===== src/hw/rtl/shape_pair_collision_test_unit_assert.svh =====
// assertion macros shared by the rtl files
`ifndef SHAPE_PAIR_COLLISION_TEST_UNIT_ASSERT_SVH
`define SHAPE_PAIR_COLLISION_TEST_UNIT_ASSERT_SVH

// implication checked on every clock edge outside reset
`define SPC_ASSERT_IMP(label, clk, rst_n, ante, cons) \
	label: assert property (@(posedge clk) disable iff (!rst_n) (ante) |-> (cons)) \
		else $error("assertion failed");

// implication whose consequent is checked in the cycle after the antecedent
`define SPC_ASSERT_NEXT(label, clk, rst_n, ante, cons) \
	label: assert property (@(posedge clk) disable iff (!rst_n) (ante) |=> (cons)) \
		else $error("assertion failed");

`endif


===== src/hw/rtl/spc_pkg.sv =====
package spc_pkg;

	localparam int INDEX_BITS = 10;
	localparam int SIZE_BITS  = 15;
	localparam int POS_BITS   = 16;
	// distances in half-lsb units
	localparam int DIST_BITS  = POS_BITS + 1;
	localparam int SUM_BITS   = SIZE_BITS + 1;
	localparam int SQ_BITS    = 2 * DIST_BITS;
	localparam int FULL_BITS  = SQ_BITS + 2;
	localparam int Q_DEPTH    = 2;
	localparam logic [16:0] SQRT2_Q16 = 17'd92682;

	typedef enum logic [1:0] {
		T_CUBE   = 2'd0,
		T_BALL   = 2'd1,
		T_CYL    = 2'd2,
		T_RING   = 2'd3
	} shape_t;

	typedef enum logic [2:0] {
		K_NONE, K_SPH_SPH, K_SPH_CUBE, K_SPH_CYL, K_CUBE_CUBE, K_CYL_CUBE, K_CYL_CYL
	} kind_t;

	// one classified pair, as it travels through the queue
	typedef struct packed {
		kind_t                  kind;
		logic [INDEX_BITS-1:0]  i0;
		logic [INDEX_BITS-1:0]  i1;
		logic [SIZE_BITS-1:0]   r0;
		logic [SIZE_BITS-1:0]   r1;
		logic [DIST_BITS-1:0]   dx;
		logic [DIST_BITS-1:0]   dy;
		logic [DIST_BITS-1:0]   dz;
	} pair_t;

	typedef struct packed {
		logic hit;
		logic [INDEX_BITS-1:0] i0;
		logic [INDEX_BITS-1:0] i1;
	} res_t;

endpackage


===== src/hw/rtl/spc_front.sv =====
module spc_front (
	input  logic                 clk,
	input  logic                 arst_n,
	input  logic                 in_valid,
	output logic                 in_ready,
	input  logic [149:0]         in_data,
	output logic                 out_valid,
	input  logic                 out_ready,
	output spc_pkg::pair_t       out_pair
);

	logic [spc_pkg::INDEX_BITS-1:0] ia, ib;
	logic [1:0] ta, tb, t0, t1;
	logic [spc_pkg::SIZE_BITS-1:0] sa, sb;
	logic signed [spc_pkg::POS_BITS-1:0] ax, ay, az, bx, by, bz;
	logic swap;
	spc_pkg::pair_t pair;
	logic valid_s1;
	spc_pkg::pair_t pair_s1;

	function automatic logic [spc_pkg::DIST_BITS-1:0] adist(
		input logic signed [spc_pkg::POS_BITS-1:0] a,
		input logic signed [spc_pkg::POS_BITS-1:0] b);
		logic signed [spc_pkg::POS_BITS:0] d;
		logic [spc_pkg::POS_BITS:0] m;
		d = {a[spc_pkg::POS_BITS-1], a} - {b[spc_pkg::POS_BITS-1], b};
		m = d[spc_pkg::POS_BITS] ? -d : d;
		return {m[spc_pkg::POS_BITS-1:0], 1'b0};
	endfunction

	always_comb begin
		ia = in_data[9:0];
		ta = in_data[11:10];
		sa = in_data[26:12];
		ax = in_data[42:27];
		ay = in_data[58:43];
		az = in_data[74:59];
		ib = in_data[84:75];
		tb = in_data[86:85];
		sb = in_data[101:87];
		bx = in_data[117:102];
		by = in_data[133:118];
		bz = in_data[149:134];
		swap = ((tb == spc_pkg::T_RING || tb == spc_pkg::T_BALL) && ta != spc_pkg::T_RING) ||
			(ta == spc_pkg::T_CUBE && tb == spc_pkg::T_CYL);
		t0 = swap ? tb : ta;
		t1 = swap ? ta : tb;
		pair.i0 = swap ? ib : ia;
		pair.i1 = swap ? ia : ib;
		pair.r0 = swap ? sb : sa;
		pair.r1 = swap ? sa : sb;
		pair.dx = adist(ax, bx);
		pair.dy = adist(ay, by);
		pair.dz = adist(az, bz);
		pair.kind = spc_pkg::K_NONE;
		if (t0 == spc_pkg::T_BALL && t1 == spc_pkg::T_BALL) pair.kind = spc_pkg::K_SPH_SPH;
		if (t0 == spc_pkg::T_BALL && t1 == spc_pkg::T_CUBE) pair.kind = spc_pkg::K_SPH_CUBE;
		if (t0 == spc_pkg::T_BALL && t1 == spc_pkg::T_CYL) pair.kind = spc_pkg::K_SPH_CYL;
		if (t0 == spc_pkg::T_CUBE && t1 == spc_pkg::T_CUBE) pair.kind = spc_pkg::K_CUBE_CUBE;
		if (t0 == spc_pkg::T_CYL && t1 == spc_pkg::T_CUBE) pair.kind = spc_pkg::K_CYL_CUBE;
		if (t0 == spc_pkg::T_CYL && t1 == spc_pkg::T_CYL) pair.kind = spc_pkg::K_CYL_CYL;
	end

	assign in_ready  = !valid_s1 || out_ready;
	assign out_valid = valid_s1;
	assign out_pair  = pair_s1;

	always_ff @(posedge clk or negedge arst_n) begin
		if (!arst_n) begin
			valid_s1 <= 1'b0;
		end else if (in_ready) begin
			valid_s1 <= in_valid;
		end
	end

	always_ff @(posedge clk) begin
		if (in_ready && in_valid) begin
			pair_s1 <= pair;
		end
	end

endmodule


===== config.mk =====
export PLATFORM = sky130hd
export DESIGN_NAME = spc_front
export DESIGN_NICKNAME = d
export VERILOG_FILES = /design/src/hw/rtl/shape_pair_collision_test_unit_assert.svh /design/src/hw/rtl/spc_pkg.sv /design/src/hw/rtl/spc_front.sv
export SDC_FILE = /design/constraint.sdc
export NUM_CORES = 1
export LEC_CHECK = 0
export ABC_CLOCK_PERIOD_IN_PS = 9500
export BUFFER_PORTS_ARGS = -buffer_cell sky130_fd_sc_hd__buf_4
export CAP_MARGIN = 20
export CORE_ASPECT_RATIO = 1.75
export CORE_UTILIZATION = 55
export CTS_CLUSTER_SIZE = 8
export DETAILED_ROUTE_END_ITERATION = 7
export PLACE_DENSITY = 0.87
export SYNTH_ARGS = -nofsm -noshare
export SYNTH_HDL_FRONTEND = slang
export SYNTH_SLANG_ARGS = --single-unit
export TNS_END_PERCENT = 10

===== constraint.sdc =====
create_clock -name clk -period 9.5 [get_ports clk]
set_input_delay 0.475 -clock clk [delete_from_list [all_inputs] [get_ports clk]]
set_output_delay 0.475 -clock clk [all_outputs]
set_load 0.05 [all_outputs]

==> flow_summary_export.csv <==
group,metric,value,unit
run_status,status,"complete, no violations",
floorplan,initial_core_util,0.564,
timing,fin_worst_skew,0.0111,ns
synthesis,async_flop_share,0.00980,
clock_tree,cts_max_path_buffers,2,
clock_tree,cts_hold_buf,1,
clock_tree,clock-root-buffer,"clkbuf_16",
floorplan,core,12900,sq um
synthesis,synth_top_cell_by_area,"edfxtp_1",
synthesis,synth_edf_count,101,
grt,first_global_vias,6386,
timing,setup_tns,0,ns
route,ant_nets,0,
finish,antenna_cells,0,
worst_setup_path,worst-setup-path-type,"in2reg",
finish,syn2layout_area_growth,33.2,%
clock_tree,tritoncts,"built",
route,post-route-drc-count,0,
grt,grtUsageTotal,0.273,
synthesis,synth_top_area_frac,0.416,
synthesis,synthTopCellsByArea,"edfxtp_1 42%, ha_1 8.7%, mux2_2 8.0%",
clock_tree,cts_resized,0,
placement,place_congestion,0.895,
worst_setup_path,rrSetupSlack,7.36,ns
placement,dp_hpwl,14.6,mm
floorplan,boundaryPins,260,
run,maxCapViolations,0,
clock_tree,clock_latency,0.35,ns
synthesis,synth-seq-cells,102,
timing,worstMarginPinSlew,1.05,ns
timing,max_freq,257,MHz
synthesis,synthCells,710,
timing,hold_violations,0,
finish,drive_gt1_frac,0.348,
route,dr.pass1.iters,4,
timing,rsz0062_at_grt,"false",
timing,holdWs,0.334,ns
synthesis,synth_area,7300,sq um
synthesis,ys_warn_count,0,
clock_tree,htreeDepth,3,
clock_tree,cts_setup_buffers,0,
worst_setup_path,slowest_stage,"or4_1",
route,num_vias,6403,
synthesis,ys_types,68,
worst_setup_path,cpPeakStageDelay,0.59,ns
worst_setup_path,required,9.58,ns
worst_setup_path,path_cells,"buf_4 > inv_1 > ha_1 > inv_1 > fa_1 > a21o_1 > a22o_1 > o31a_1 > mux2i_1 > or4_1 > nor4b_1 > a21boi_0 > o32ai_1 > a2bb2oi_1",
clock_tree,path_clk_slew,0.07,ns
floorplan,row_count,55,
timing,finalCritPeriodShare,0.409,
synthesis,seq_area_frac_synth,0.419,
worst_setup_path,crit_buf_inv,3,
route,vias_per_cell,5.62,
grt,antenna_found_initial,0,
grt,grt_pass1_wl,29.0,mm
worst_setup_path,endpoint_kind,"flop",
power,vdd_ir_drop_max,0.0000956,V
synthesis,syn_avg_cell_area,10.3,sq um
worst_setup_path,crit_family,"compound AO/OA/AOI/OAI gates",
worst_setup_path,crit_top_cell,"inv_1",
power,p_per_area,168,nW/um^2
worst_setup_path,cp_max_fo,4,
clock_tree,numCtsBuffers,9,
timing,setup_viol,0,
synthesis,ys.flop_type,"edfxtp_1",
worst_setup_path,worstPathArrival,3.97,ns
route,wl_per_cell,16.1,um
grt,grt_max_degree,55,
hold_path,hp-class,"in2reg",
floorplan,die_w,89.1,um
grt,grt_overflow,0,
timing,slew_viol_final,0,
floorplan,die_area,13700,sq um
finish,final_nets,1171,
clock_tree,clock_sinks,102,
worst_setup_path,startpoint_type,"input port",
timing,post-route-min-period,3.89,ns
power,leakagePower,0.00430,uW
route,wl,18.3,mm
floorplan,die_h,154,um
timing,relSlewSlack,0.279,
route,initialDrtViolationCount,231,
placement,placement.io_buffers,256,
report_power, final:
group / total [uW] / internal, uW / switching [uW] / leakage, uW
logic: 660 / 252 / 408 / 0.00317
registers: 583 / 570 / 13.3 / 0.000973
clock network: 394 / 214 / 180 / 0.000159
total: 1640 / 1040 / 602 / 0.00430
area by class of cell:
cell class	instances	area, sq um
Clock inverter	7	97.6
Sequential cell	102	3060
Inverter	79	297
Tap cell	171	214
Clock buffer	9	225
Timing Repair Buffer	259	1950
Fill cell	932	3220
Multi-Input combinational cell	512	3880
sequential cells by signal, summed over array words and instances, names as in the netlist:
name and flops:
out_valid 1, out_pair 101
path summary, 6_finish.rpt:
| kind | from | to | cells past startpoint |
|---|---|---|---|
| max | in_data[59] | out_pair[16] | 14 |
| min | in_valid | out_valid | 2 |
| max reg2reg | out_valid | out_pair[36] | 3 |
| min reg2reg | out_valid | out_valid | 2 |
| max in group asynchronous | arst_n | out_valid | 2 |
| min in group asynchronous | arst_n | out_valid | 2 |
metal layers:
metal | GRT usage | up-vias | part of all wire
met5 | 0 | - | 0
met1 | 0.273 | 2969 | 0.34
met2 | 0.520 | 260 | 0.55
met3 | 0.0550 | 62 | 0.062
met4 | 0.124 | 0 | 0.045
li1 | - | 3112 | -
cells by family (layout without fill, tap and decap cells):
kind of cell | Yosys count | count (layout) | share of synthesized area
compound gates | 173 | 173 | 0.157
simple gates | 159 | 159 | 0.110
flops | 102 | 102 | 0.419
buf+inv | 98 | 354 | 0.0521
xor+xnor | 67 | 67 | 0.0804
mux | 56 | 56 | 0.0857
fa+ha+maj | 54 | 54 | 0.0957
other cells | 1 | 3 | 0.000514
cell usage in the layout, fill, tap and decap left out, types with 4 or more instances in the layout:
cell       synthesis  routed
and3_1             5       5
a21o_1            14      14
mux2_2            52      52
o31ai_1            8       8
nand3_1           12      12
clkbuf_16          0       9
o21ai_0           37      37
a21oi_1           44      44
xor2_1            14      14
mux2i_1            4       4
xnor2_1           53      53
nor2_1            41      41
o2111ai_1          4       4
a211oi_1           5       5
buf_4              3     258
o41ai_1            8       8
nor3_1            12      12
nand2_1           39      39
inv_1             79      79
edfxtp_1         101     101
a31oi_1            8       8
nor2b_1            6       6
nand4_1            6       6
and2_1             6       5
o21a_1             4       4
ha_1              51      51
or3_1              5       5
nand2b_1           9       9
Yosys cell counts, drive strengths merged (5+ instances only):
cell type / instances
clkbuf: 15
or3: 5
nand4: 6
and2: 6
nand3: 12
a21oi: 45
nor3: 12
and3: 6
nand2b: 9
a21boi: 5
edfxtp: 101
xor2: 14
nor2b: 6
inv: 79
mux2: 52
nor2: 41
nand2: 39
xnor2: 53
o31ai: 8
a31oi: 8
a21o: 15
o21ai: 38
a211oi: 5
ha: 51
o41ai: 8
per-stage QoR:
| stage | area (sq um) | power (uW) | cells | utilization | setup WS (ns) |
|---|---|---|---|---|---|
| detailed placement | 9390 | 1250 | 1122 | 0.726 | 5.35 |
| CTS | 9720 | 1640 | 1139 | 0.751 | 5.71 |
| global route | 9720 | 1710 | 1139 | 0.751 | 5.44 |
| global placement | 9390 | 1230 | 1122 | 0.726 | 5.50 |
| finish | 9720 | 1640 | 1139 | 0.751 | 5.61 |
| floorplan | 7300 | 1060 | 712 | - | 5.55 |
Note: power is estimated with default switching activity, not from simulation.
