### src/hw/rtl/shape_pair_collision_test_unit_assert.svh
// assertion macros shared by the rtl files
`ifndef SHAPE_PAIR_COLLISION_TEST_UNIT_ASSERT_SVH
`define SHAPE_PAIR_COLLISION_TEST_UNIT_ASSERT_SVH

// implication checked on every clock edge outside reset
`define SPC_ASSERT_IMP(label, clk, rst_n, ante, cons) \
	label: assert property (@(posedge clk) disable iff (!rst_n) (ante) |-> (cons)) \
		else $error("assertion failed");

// implication whose consequent is checked in the cycle after the antecedent
`define SPC_ASSERT_NEXT(label, clk, rst_n, ante, cons) \
	label: assert property (@(posedge clk) disable iff (!rst_n) (ante) |=> (cons)) \
		else $error("assertion failed");

`endif

### src/hw/rtl/spc_pkg.sv
package spc_pkg;

	localparam int INDEX_BITS = 10;
	localparam int SIZE_BITS  = 15;
	localparam int POS_BITS   = 16;
	// distances in half-lsb units
	localparam int DIST_BITS  = POS_BITS + 1;
	localparam int SUM_BITS   = SIZE_BITS + 1;
	localparam int SQ_BITS    = 2 * DIST_BITS;
	localparam int FULL_BITS  = SQ_BITS + 2;
	localparam int Q_DEPTH    = 2;
	localparam logic [16:0] SQRT2_Q16 = 17'd92682;

	typedef enum logic [1:0] {
		T_CUBE   = 2'd0,
		T_BALL   = 2'd1,
		T_CYL    = 2'd2,
		T_RING   = 2'd3
	} shape_t;

	typedef enum logic [2:0] {
		K_NONE, K_SPH_SPH, K_SPH_CUBE, K_SPH_CYL, K_CUBE_CUBE, K_CYL_CUBE, K_CYL_CYL
	} kind_t;

	// one classified pair, as it travels through the queue
	typedef struct packed {
		kind_t                  kind;
		logic [INDEX_BITS-1:0]  i0;
		logic [INDEX_BITS-1:0]  i1;
		logic [SIZE_BITS-1:0]   r0;
		logic [SIZE_BITS-1:0]   r1;
		logic [DIST_BITS-1:0]   dx;
		logic [DIST_BITS-1:0]   dy;
		logic [DIST_BITS-1:0]   dz;
	} pair_t;

	typedef struct packed {
		logic hit;
		logic [INDEX_BITS-1:0] i0;
		logic [INDEX_BITS-1:0] i1;
	} res_t;

endpackage

### src/hw/rtl/spc_queue.sv
module spc_queue (
	input  logic           clk,
	input  logic           arst_n,
	input  logic           wr_valid,
	output logic           wr_ready,
	input  spc_pkg::pair_t wr_pair,
	output logic           rd_valid,
	input  logic           rd_ready,
	output spc_pkg::pair_t rd_pair
);

	spc_pkg::pair_t mem_q [spc_pkg::Q_DEPTH];
	logic wp_q, rp_q;
	logic [1:0] cnt_q;
	logic wr, rd;

	assign wr_ready = cnt_q != 2'(spc_pkg::Q_DEPTH);
	assign rd_valid = cnt_q != 2'd0;
	assign rd_pair  = mem_q[rp_q];
	assign wr = wr_valid && wr_ready;
	assign rd = rd_valid && rd_ready;

	always_ff @(posedge clk or negedge arst_n) begin
		if (!arst_n) begin
			wp_q  <= 1'b0;
			rp_q  <= 1'b0;
			cnt_q <= '0;
		end else begin
			if (wr) wp_q <= !wp_q;
			if (rd) rp_q <= !rp_q;
			cnt_q <= cnt_q + 2'(wr) - 2'(rd);
		end
	end

	always_ff @(posedge clk) begin
		if (wr) begin
			mem_q[wp_q] <= wr_pair;
		end
	end

	`include "shape_pair_collision_test_unit_assert.svh"
	`SPC_ASSERT_IMP(a_cnt_range, clk, arst_n, 1'b1, cnt_q <= 2'(spc_pkg::Q_DEPTH))
	`SPC_ASSERT_NEXT(a_full_grow, clk, arst_n, wr && !rd, cnt_q == $past(cnt_q) + 2'd1)
	`SPC_ASSERT_IMP(a_ptr_cnt, clk, arst_n, cnt_q == 2'd0, wp_q == rp_q)

endmodule

### config.mk
export PLATFORM = sky130hd
export DESIGN_NAME = spc_queue
export DESIGN_NICKNAME = d
export VERILOG_FILES = /design/src/hw/rtl/spc_pkg.sv /design/src/hw/rtl/spc_queue.sv
export VERILOG_INCLUDE_DIRS = /design/src /design/src/hw/rtl
export SDC_FILE = /design/constraint.sdc
export NUM_CORES = 1
export LEC_CHECK = 0
export BUFFER_PORTS_ARGS = -buffer_cell sky130_fd_sc_hd__buf_2
export CORE_UTILIZATION = 47
export DETAILED_ROUTE_END_ITERATION = 7
export HOLD_SLACK_MARGIN = 0.02
export PLACE_DENSITY = 0.75
export SETUP_SLACK_MARGIN = 0.02
export SLEW_MARGIN = 20
export SYNTH_ARGS = -nofsm -noshare
export SYNTH_HDL_FRONTEND = slang
export SYNTH_SLANG_ARGS = --single-unit
### constraint.sdc
create_clock -name clk -period 5.65 [get_ports clk]
set_clock_uncertainty 0.05 [all_clocks]
set_input_delay 0.2825 -clock clk [delete_from_list [all_inputs] [get_ports clk]]
set_output_delay 0.2825 -clock clk [all_outputs]
set_load 0.1 [all_outputs]
==> impl_metrics.json, run 1 <==
{
  "floorplan.initialDensity": 0.481,
  "synth_enable_flop_cells": 208,
  "synthesis.nets": 455,
  "wire_length_of_the_first_global_routing_pass_microns": 23600,
  "finalWeightedCongestion": 0.726,
  "clkLatencyLatePin_ns": 0.48,
  "design.portCount": 214,
  "num_vias": 4417,
  "timing.hold.ws_ns": 0.0389,
  "post_synth_inst_count": 346,
  "rsz0062_at_grt": "no",
  "worstHoldPathType": "primary input to flop",
  "yosys_most_used_dff": "sky130_fd_sc_hd__edfxtp_1",
  "timing.final.setup_violations": 0,
  "ys_seq_area_frac": 0.795,
  "synth-warning-count": 0,
  "post_cts_resize_count": 0,
  "rows": 47,
  "final_hold_viol_count": 0,
  "cts_made_buffers": 21,
  "drive_above_1_share": 0.511,
  "htree_levels": 1,
  "overflow": 0,
  "synth_area_per_cell_sq_um": 23.1,
  "run_status": "finished clean",
  "finish.net_count": 788,
  "clock_tree.root_cell": "sky130_fd_sc_hd__clkbuf_16",
  "arrival_ns": 3.02,
  "area.growth.synth_to_final_pct": 36.9,
  "grt_antenna_before_repair": 1,
  "synthArstFlopShare": 0.0189,
  "timing.final.max_slew_violations": 0,
  "dr.pass1.iters": 4,
  "clock_sink_count": 212,
  "post_synth_instance_area_sq_mm": 0.00798,
  "max_freq_mhz": 298,
  "worst-slew-pin-transition_ns": 1.03,
  "drc_errors": 0,
  "cts_tree": "done",
  "cts_post_setup_buffers_inserted": 0,
  "die_area_sq_mm": 0.0175,
  "die_width_microns": 132,
  "clk_pin_slew_worst_paths_ns": 0.06,
  "worst_setup_path_start_kind": "flop",
  "worst-path-max-fanout": 66,
  "crit_end_element": "output port",
  "critical_path_class": "flop to output port",
  "timing.critical_path.required_ns": 5.32,
  "cts.path.max_buffers": 3,
  "detail-route-antenna-nets": 0,
  "place.port_buffers": 213,
  "dp_hpwl_microns": 8920,
  "slew_headroom": 0.312,
  "core_area_sq_mm": 0.0166,
  "drt-wirelength-per-cell_microns": 17.0,
  "totalNegativeSetupSlack_ns": 0,
  "total_routing_usage_gr": 0.174,
  "dr.first_iter.drc_count": 199,
  "layout_worst_path_cycle_share": 0.594,
  "grt_start_max_net_pins": 67,
  "detail_route.wirelength_microns": 15500,
  "floorplan.die.height_microns": 132,
  "timing.max_cap.violations": 0,
  "ys_types": 21,
  "postLayoutCoreUtil": 0.658,
  "number_of_global_route_vias_before_repair": 4722,
  "routed_via_count_divided_by_cell_count": 4.85,
  "min_period_ns": 3.35,
  "synth-seq-cells": 212
}
repair_timing:
action	CTS	global route
endpoints found under the setup margin	0	0
hold endpoints to repair	212	0
hold buffers	105	0
stage by stage:
step	cells	setup WS (ns)	instance area [sq um]
after CTS	909	2.23	10900
after floorplan	346	0.980	7980
after global routing	910	2.14	10900
after detailed placement	771	2.75	9210
final	910	2.30	10900
after global placement	771	2.78	9210
path summary, 6_finish.rpt:
kind / startpoint / end / slack (ns) / cells after the start
min in group asynchronous: arst_n / cnt_q[0] / 0.11 / 2
max: rp_q / rd_pair[41] / 2.30 / 3
max reg2reg: cnt_q[0] / mem_q[1][74] / 3.14 / 3
min reg2reg: wp_q / wp_q / 0.50 / 1
min: rd_ready / rp_q / 0.04 / 3
max in group asynchronous: arst_n / rp_q / 5.31 / 2
synthesized netlist by cell type, types with 2 or more instances:
cell,n,share of area
sky130_fd_sc_hd__buf_2,5,0.0031
sky130_fd_sc_hd__nor2_1,3,0.0014
sky130_fd_sc_hd__mux2_4,50,0.094
sky130_fd_sc_hd__nand2_1,2,0.00094
sky130_fd_sc_hd__xnor2_1,3,0.0033
sky130_fd_sc_hd__dfrtp_1,4,0.013
sky130_fd_sc_hd__buf_12,5,0.013
sky130_fd_sc_hd__mux2_2,54,0.076
sky130_fd_sc_hd__edfxtp_1,208,0.78
layout make-up:
type | count | area, sq um
sequential | 212 | 6350
fill | 1118 | 5660
timing repair buffer | 322 | 2150
multi-input combinational | 122 | 1490
clock buffer | 22 | 529
tap | 220 | 275
clock inverter | 11 | 123
antenna | 1 | 2.50
logic make-up after synthesis:
logic type	synth area share
fa+ha+maj	0.00157
xor+xnor	0.00329
flops	0.795
buf+inv	0.0190
compound gates	0.00298
mux	0.170
simple gates	0.00737
layer usage:
layer	GRT usage	routed length, microns	vias up	share of wire
li1	-	-	2045	-
met1	0.195	6030	2182	0.39
met2	0.327	8090	166	0.52
met3	0.0446	1070	24	0.069
met4	0.0460	263	0	0.017
met5	0	0	-	0
state kept, by name, summed over array words and instances, names as in the netlist:
name / flops
rp_q: 1
wp_q: 1
mem_q: 208
cnt_q: 2
critical path: stages, from the launching register on:
cell	delay, ns
sky130_fd_sc_hd__dfrtp_4	1.11
sky130_fd_sc_hd__buf_4	0.69
sky130_fd_sc_hd__mux2_2	0.42
sky130_fd_sc_hd__buf_2	0.29
cell usage in the layout, fill, tap and decap left out, types with 2 or more instances in the layout:
| cell type | instances |
|---|---|
| sky130_fd_sc_hd__buf_2 | 213 |
| sky130_fd_sc_hd__buf_4 | 4 |
| sky130_fd_sc_hd__bufinv_16 | 3 |
| sky130_fd_sc_hd__clkbuf_16 | 21 |
| sky130_fd_sc_hd__clkinv_1 | 6 |
| sky130_fd_sc_hd__clkinv_2 | 2 |
| sky130_fd_sc_hd__dfrtp_1 | 3 |
| sky130_fd_sc_hd__dlygate4sd3_1 | 105 |
| sky130_fd_sc_hd__edfxtp_1 | 208 |
| sky130_fd_sc_hd__mux2_2 | 54 |
| sky130_fd_sc_hd__mux2_4 | 50 |
| sky130_fd_sc_hd__nand2_1 | 2 |
| sky130_fd_sc_hd__nor2_1 | 2 |
| sky130_fd_sc_hd__xnor2_1 | 3 |
Power of run 1 is not shown: default switching activity piles up to over one toggle a cycle in this logic, so the estimate is an artifact.
==> inputs of run 2 (changes only) <==
Settings changed: CORE_UTILIZATION 47 to 52, PLACE_DENSITY 0.75 to 0.79.
Clock period 5.65 ns to 3.4 ns, I/O delays scaled along.
==> impl_metrics.json, run 2 (synthesized netlist as in run 1, its figures left out) <==
{
  "run_status": "finished clean",
  "rrSetupSlack_ns": 1.35,
  "finalWeightedCongestion": 0.737,
  "place.port_buffers": 213,
  "timing.final.max_slew_violations": 0,
  "routed_via_count_divided_by_cell_count": 5.14,
  "number_of_global_route_vias_before_repair": 5007,
  "antenna_cells": 0,
  "timing.critical_path.required_ns": 3.18,
  "timing.final.setup_violations": 0,
  "area.growth.synth_to_final_pct": 37.9,
  "core_area_sq_mm": 0.0148,
  "layout_worst_path_cycle_share": 0.782,
  "layout.cells.most_common": "sky130_fd_sc_hd__buf_2",
  "dr.first_iter.drc_count": 294,
  "floorplan.die.height_microns": 126,
  "wire_length_of_the_first_global_routing_pass_microns": 25800,
  "registers.top_by_ff_count": "mem_q",
  "clk_pin_slew_worst_paths_ns": 0.07,
  "grt_start_max_net_pins": 63,
  "clock_sink_count": 212,
  "mostFrequentLayoutCells": "213 x sky130_fd_sc_hd__buf_2, 208 x sky130_fd_sc_hd__edfxtp_1, 108 x sky130_fd_sc_hd__dlygate4sd3_1",
  "dr.pass1.iters": 5,
  "final_hold_viol_count": 0,
  "totalNegativeSetupSlack_ns": 0,
  "cts.path.max_buffers": 3,
  "drt-wirelength-per-cell_microns": 19.4,
  "clock_tree.root_cell": "sky130_fd_sc_hd__clkbuf_16",
  "worst_setup_path_endpoint": "rd_pair[26]",
  "finish.net_count": 793,
  "die_area_sq_mm": 0.0158,
  "worstHoldPathCells": 2,
  "rsz0062_at_grt": "no",
  "biggestRegsByFlops": "mem_q (208), cnt_q (2)",
  "r2r_cells": 3,
  "die_width_microns": 126,
  "crit-reg2reg-capture": "mem_q[1][83]",
  "total_routing_usage_gr": 0.215,
  "worstHoldPathType": "primary input to flop",
  "drc_errors": 0,
  "crit_end_element": "output port",
  "cts_made_buffers": 22,
  "detail_route.wirelength_microns": 17100,
  "worst_r2r_start": "cnt_q[0]",
  "dp_hpwl_microns": 9410,
  "cts_post_setup_buffers_inserted": 0,
  "overflow": 0,
  "clkLatencyLatePin_ns": 0.50,
  "max_freq_mhz": 376,
  "crit_start": "rp_q",
  "rows": 44,
  "largest_reg_flops": 208,
  "arrival_ns": 2.44,
  "design.portCount": 214,
  "post_cts_resize_count": 0,
  "critical_path_class": "flop to output port",
  "cts_tree": "done",
  "grt_antenna_before_repair": 0,
  "worst_setup_path_start_kind": "flop",
  "min_period_ns": 2.66,
  "slew_headroom": 0.445,
  "worst-slew-pin-transition_ns": 0.833,
  "worst-path-max-fanout": 57,
  "floorplan.initialDensity": 0.541,
  "htree_levels": 1,
  "detail-route-antenna-nets": 0,
  "num_vias": 4540,
  "timing.max_cap.violations": 0,
  "drive_above_1_share": 0.512
}
## run 2: changes by cell type in the layout (fill, tap and decap cells not counted)
| cell | previous run | this run |
|---|---|---|
| sky130_fd_sc_hd__clkinv_8 | 0 | 1 |
| sky130_fd_sc_hd__diode_2 | 1 | 0 |
| sky130_fd_sc_hd__inv_8 | 0 | 1 |
| sky130_fd_sc_hd__clkbuf_1 | 1 | 2 |
| sky130_fd_sc_hd__buf_12 | 0 | 2 |
| sky130_fd_sc_hd__buf_4 | 4 | 3 |
| sky130_fd_sc_hd__dlygate4sd3_1 | 105 | 108 |
| sky130_fd_sc_hd__nand2b_2 | 0 | 1 |
| sky130_fd_sc_hd__clkbuf_16 | 21 | 22 |
| sky130_fd_sc_hd__clkinv_1 | 6 | 7 |
| sky130_fd_sc_hd__nand2b_1 | 1 | 0 |
| sky130_fd_sc_hd__clkinv_2 | 2 | 3 |
## run 2: timing repair
item,CTS,global route
hold buffers,108,0
hold endpoints to repair,214,0
endpoints found under the setup margin,0,0
## run 2: stage by stage
step           hold slack (ns)  instance area, sq um  std cells  utilization  worst slack (ns)
6_report                 0.341                 11000        883        0.746             0.740
5_1_grt                  0.336                 11000        883        0.746             0.673
4_1_cts                  0.324                 11000        883        0.746             0.743
3_5_place_dp           -0.0571                  9200        736        0.624              1.28
3_3_place_gp           -0.0580                  9200        736        0.624              1.29
2_1_floorplan           -0.176                  7990        346            -             0.236
## run 2: layout make-up
| class | instances | area (sq um) |
|---|---|---|
| well taps | 184 | 230 |
| multi-input cells | 122 | 1500 |
| clock buffers | 24 | 558 |
| clock inverters | 15 | 159 |
| fillers | 844 | 3750 |
| repair buffers | 326 | 2210 |
| flip-flops and latches | 212 | 6350 |
## run 2: worst min-delay path by stage
stage / from / end / slack, ns
detailed placement: arst_n / rp_q / -0.06
finish: wr_pair[13] / mem_q[1][13] / 0.34
floorplan: arst_n / cnt_q[0] / -0.18
global route: wr_pair[24] / mem_q[1][24] / 0.34
global placement: arst_n / rp_q / -0.06
CTS: wr_pair[19] / mem_q[0][19] / 0.32
## run 2: critical path, cell delays in order (launching register included)
cell and delay [ns]:
sky130_fd_sc_hd__dfrtp_4 0.78, sky130_fd_sc_hd__buf_12 0.37, sky130_fd_sc_hd__mux2_2 0.41, sky130_fd_sc_hd__buf_2 0.30
## run 2: layer usage
metal / vias to the layer above / wire, microns / global-route usage
met5: - / 0 / 0
met4: 0 / 418 / 0.0680
met2: 236 / 8970 / 0.399
met1: 2210 / 6320 / 0.241
li1: 2055 / - / -
met3: 39 / 1400 / 0.0544
Power of run 2 is left out for the same reason.
==> inputs of run 3 (changes only) <==
Settings changed: ABC_AREA set to 1.
Clock period 3.4 ns to 2.7 ns, I/O delays scaled along.
==> impl_metrics.json, run 3 <==
{
  "drt-wirelength-per-cell_microns": 19.1,
  "registers.top_by_ff_count": "mem_q",
  "clock_sink_count": 212,
  "place_ws_ns": 0.800,
  "cts_tree": "done",
  "detail-route-antenna-nets": 0,
  "netlist_top_cells_count": "321 x sky130_fd_sc_hd__nand2_1, 208 x sky130_fd_sc_hd__edfxtp_1, 9 x sky130_fd_sc_hd__buf_2, 8 x sky130_fd_sc_hd__buf_4, 7 x sky130_fd_sc_hd__inv_1",
  "dr.first_iter.drc_count": 551,
  "htree_levels": 1,
  "floorplan.initialDensity": 0.536,
  "synthMostInstantiatedCell": "sky130_fd_sc_hd__nand2_1",
  "drc_errors": 0,
  "min_period_ns": 2.43,
  "arrival_ns": 2.24,
  "synthDominantCellAreaShare": 0.799,
  "synth-seq-cells": 212,
  "largest_reg_flops": 208,
  "crit_end_element": "output port",
  "final_hold_viol_count": 0,
  "die_width_microns": 125,
  "dp_hpwl_microns": 11300,
  "post_synth_instance_area_sq_mm": 0.00782,
  "cts.path.max_buffers": 3,
  "run_status": "finished clean",
  "worst-path-max-fanout": 56,
  "grt_start_max_net_pins": 106,
  "mostFrequentLayoutCells": "319 x sky130_fd_sc_hd__nand2_1, 208 x sky130_fd_sc_hd__edfxtp_1, 109 x sky130_fd_sc_hd__buf_2",
  "total_routing_usage_gr": 0.269,
  "number_of_global_route_vias_before_repair": 6039,
  "clock_tree.root_cell": "sky130_fd_sc_hd__clkbuf_16",
  "cts_made_buffers": 21,
  "num_vias": 5738,
  "yosys.area.top_type": "sky130_fd_sc_hd__edfxtp_1",
  "grt_antenna_before_repair": 1,
  "totalNegativeSetupSlack_ns": 0,
  "timing.final.max_slew_violations": 0,
  "worst_setup_path_start_kind": "flop",
  "timing.hold.ws_ns": 0.333,
  "timing.critical_path.required_ns": 2.52,
  "design.portCount": 214,
  "synth_area_per_cell_sq_um": 13.6,
  "floorplan.die.height_microns": 125,
  "worst-slew-pin-transition_ns": 0.596,
  "dr.pass1.iters": 5,
  "post_synth_inst_count": 575,
  "post_cts_resize_count": 0,
  "synth-warning-count": 0,
  "routed_via_count_divided_by_cell_count": 5.22,
  "clk_pin_slew_worst_paths_ns": 0.06,
  "synth_enable_flop_cells": 208,
  "max_freq_mhz": 412,
  "drive_above_1_share": 0.280,
  "area.growth.synth_to_final_pct": 57.5,
  "rows": 44,
  "clkLatencyLatePin_ns": 0.47,
  "finish.net_count": 1012,
  "ys_seq_area_frac": 0.812,
  "biggestRegsByFlops": "mem_q (208), cnt_q (2)",
  "place.port_buffers": 213,
  "core_area_sq_mm": 0.0146,
  "layout_worst_path_cycle_share": 0.898,
  "detail_route.wirelength_microns": 21000,
  "timing.final.ws_setup_ns": 0.274,
  "timing.final.setup_violations": 0,
  "cts_hold_buffers": 108,
  "rsz0062_at_grt": "no",
  "cts_post_setup_buffers_inserted": 0,
  "critical_path_class": "flop to output port",
  "die_area_sq_mm": 0.0155,
  "layout.cells.most_common": "sky130_fd_sc_hd__nand2_1",
  "ys_types": 14,
  "yosys_most_used_dff": "sky130_fd_sc_hd__edfxtp_1",
  "synthArstFlopShare": 0.0189,
  "finalWeightedCongestion": 0.790,
  "slew_headroom": 0.603,
  "synthesis.nets": 684,
  "timing.max_cap.violations": 0,
  "wire_length_of_the_first_global_routing_pass_microns": 32000,
  "worstHoldPathType": "primary input to flop",
  "synth_top_cells_by_area": "sky130_fd_sc_hd__edfxtp_1 80%, sky130_fd_sc_hd__nand2_1 15%, sky130_fd_sc_hd__dfrtp_1 1.3%",
  "overflow": 0,
  "postLayoutCoreUtil": 0.844
}
-- run 3: cell count changes after synthesis, sizes merged, moves of 2 or more --
cell   before  now
nor2        3    5
nand2       2  321
inv         0    8
buf        12   23
mux2      104    0
xnor2       3    0
-- run 3: layout make-up --
class	count	area, sq um
Clock inverter	11	50.0
Fill cell	613	2280
Sequential cell	212	6350
Multi-Input combinational cell	332	1310
Antenna cell	1	2.50
Timing Repair Buffer	328	3800
Inverter	8	32.5
Tap cell	184	230
Clock buffer	23	533
-- run 3: worst paths after layout --
kind	startpoint	to	slack, ns	depth (start not counted)
max	rp_q	rd_pair[35]	0.27	5
min	wr_pair[95]	mem_q[1][95]	0.33	2
max reg2reg	cnt_q[0]	mem_q[1][8]	0.97	5
min reg2reg	wp_q	wp_q	0.52	2
max in group asynchronous	arst_n	rp_q	1.87	3
min in group asynchronous	arst_n	rp_q	0.54	3
-- run 3: critical path: stages (launching register included) --
cell and delay (ns):
sky130_fd_sc_hd__dfrtp_4 0.65, sky130_fd_sc_hd__inv_4 0.30, sky130_fd_sc_hd__buf_12 0.29, sky130_fd_sc_hd__nand2_1 0.13, sky130_fd_sc_hd__nand2_1 0.17, sky130_fd_sc_hd__buf_12 0.20
-- run 3: logic make-up (layout without fill, tap and decap cells) --
group                    after synthesis  count (layout)  share of synthesized area
XOR/XNOR                               1               1                    0.00112
flip-flops                           212             212                      0.812
AO/OA/AOI/OAI                          2               2                    0.00128
AND/OR/NAND/NOR                      328             328                      0.158
buffers and inverters                 31             370                     0.0263
adder cells (fa/ha/maj)                1               1                    0.00160
other                                  0               1                          0
-- run 3: stage by stage --
| stage | area (sq um) | cells |
|---|---|---|
| after floorplan | 7870 | 575 |
| after global placement | 10600 | 956 |
| after detailed placement | 10600 | 956 |
| after CTS | 12300 | 1098 |
| after global routing | 12300 | 1098 |
| final | 12300 | 1099 |
-- run 3: per-layer routing --
metal / vias to the layer above / wire length, microns / track usage
met5: - / 0 / 0
met4: 0 / 573 / 0.0850
met3: 54 / 1660 / 0.0537
met2: 343 / 10900 / 0.478
met1: 2748 / 7840 / 0.328
li1: 2593 / - / -
Power of run 3 is left out for the same reason.
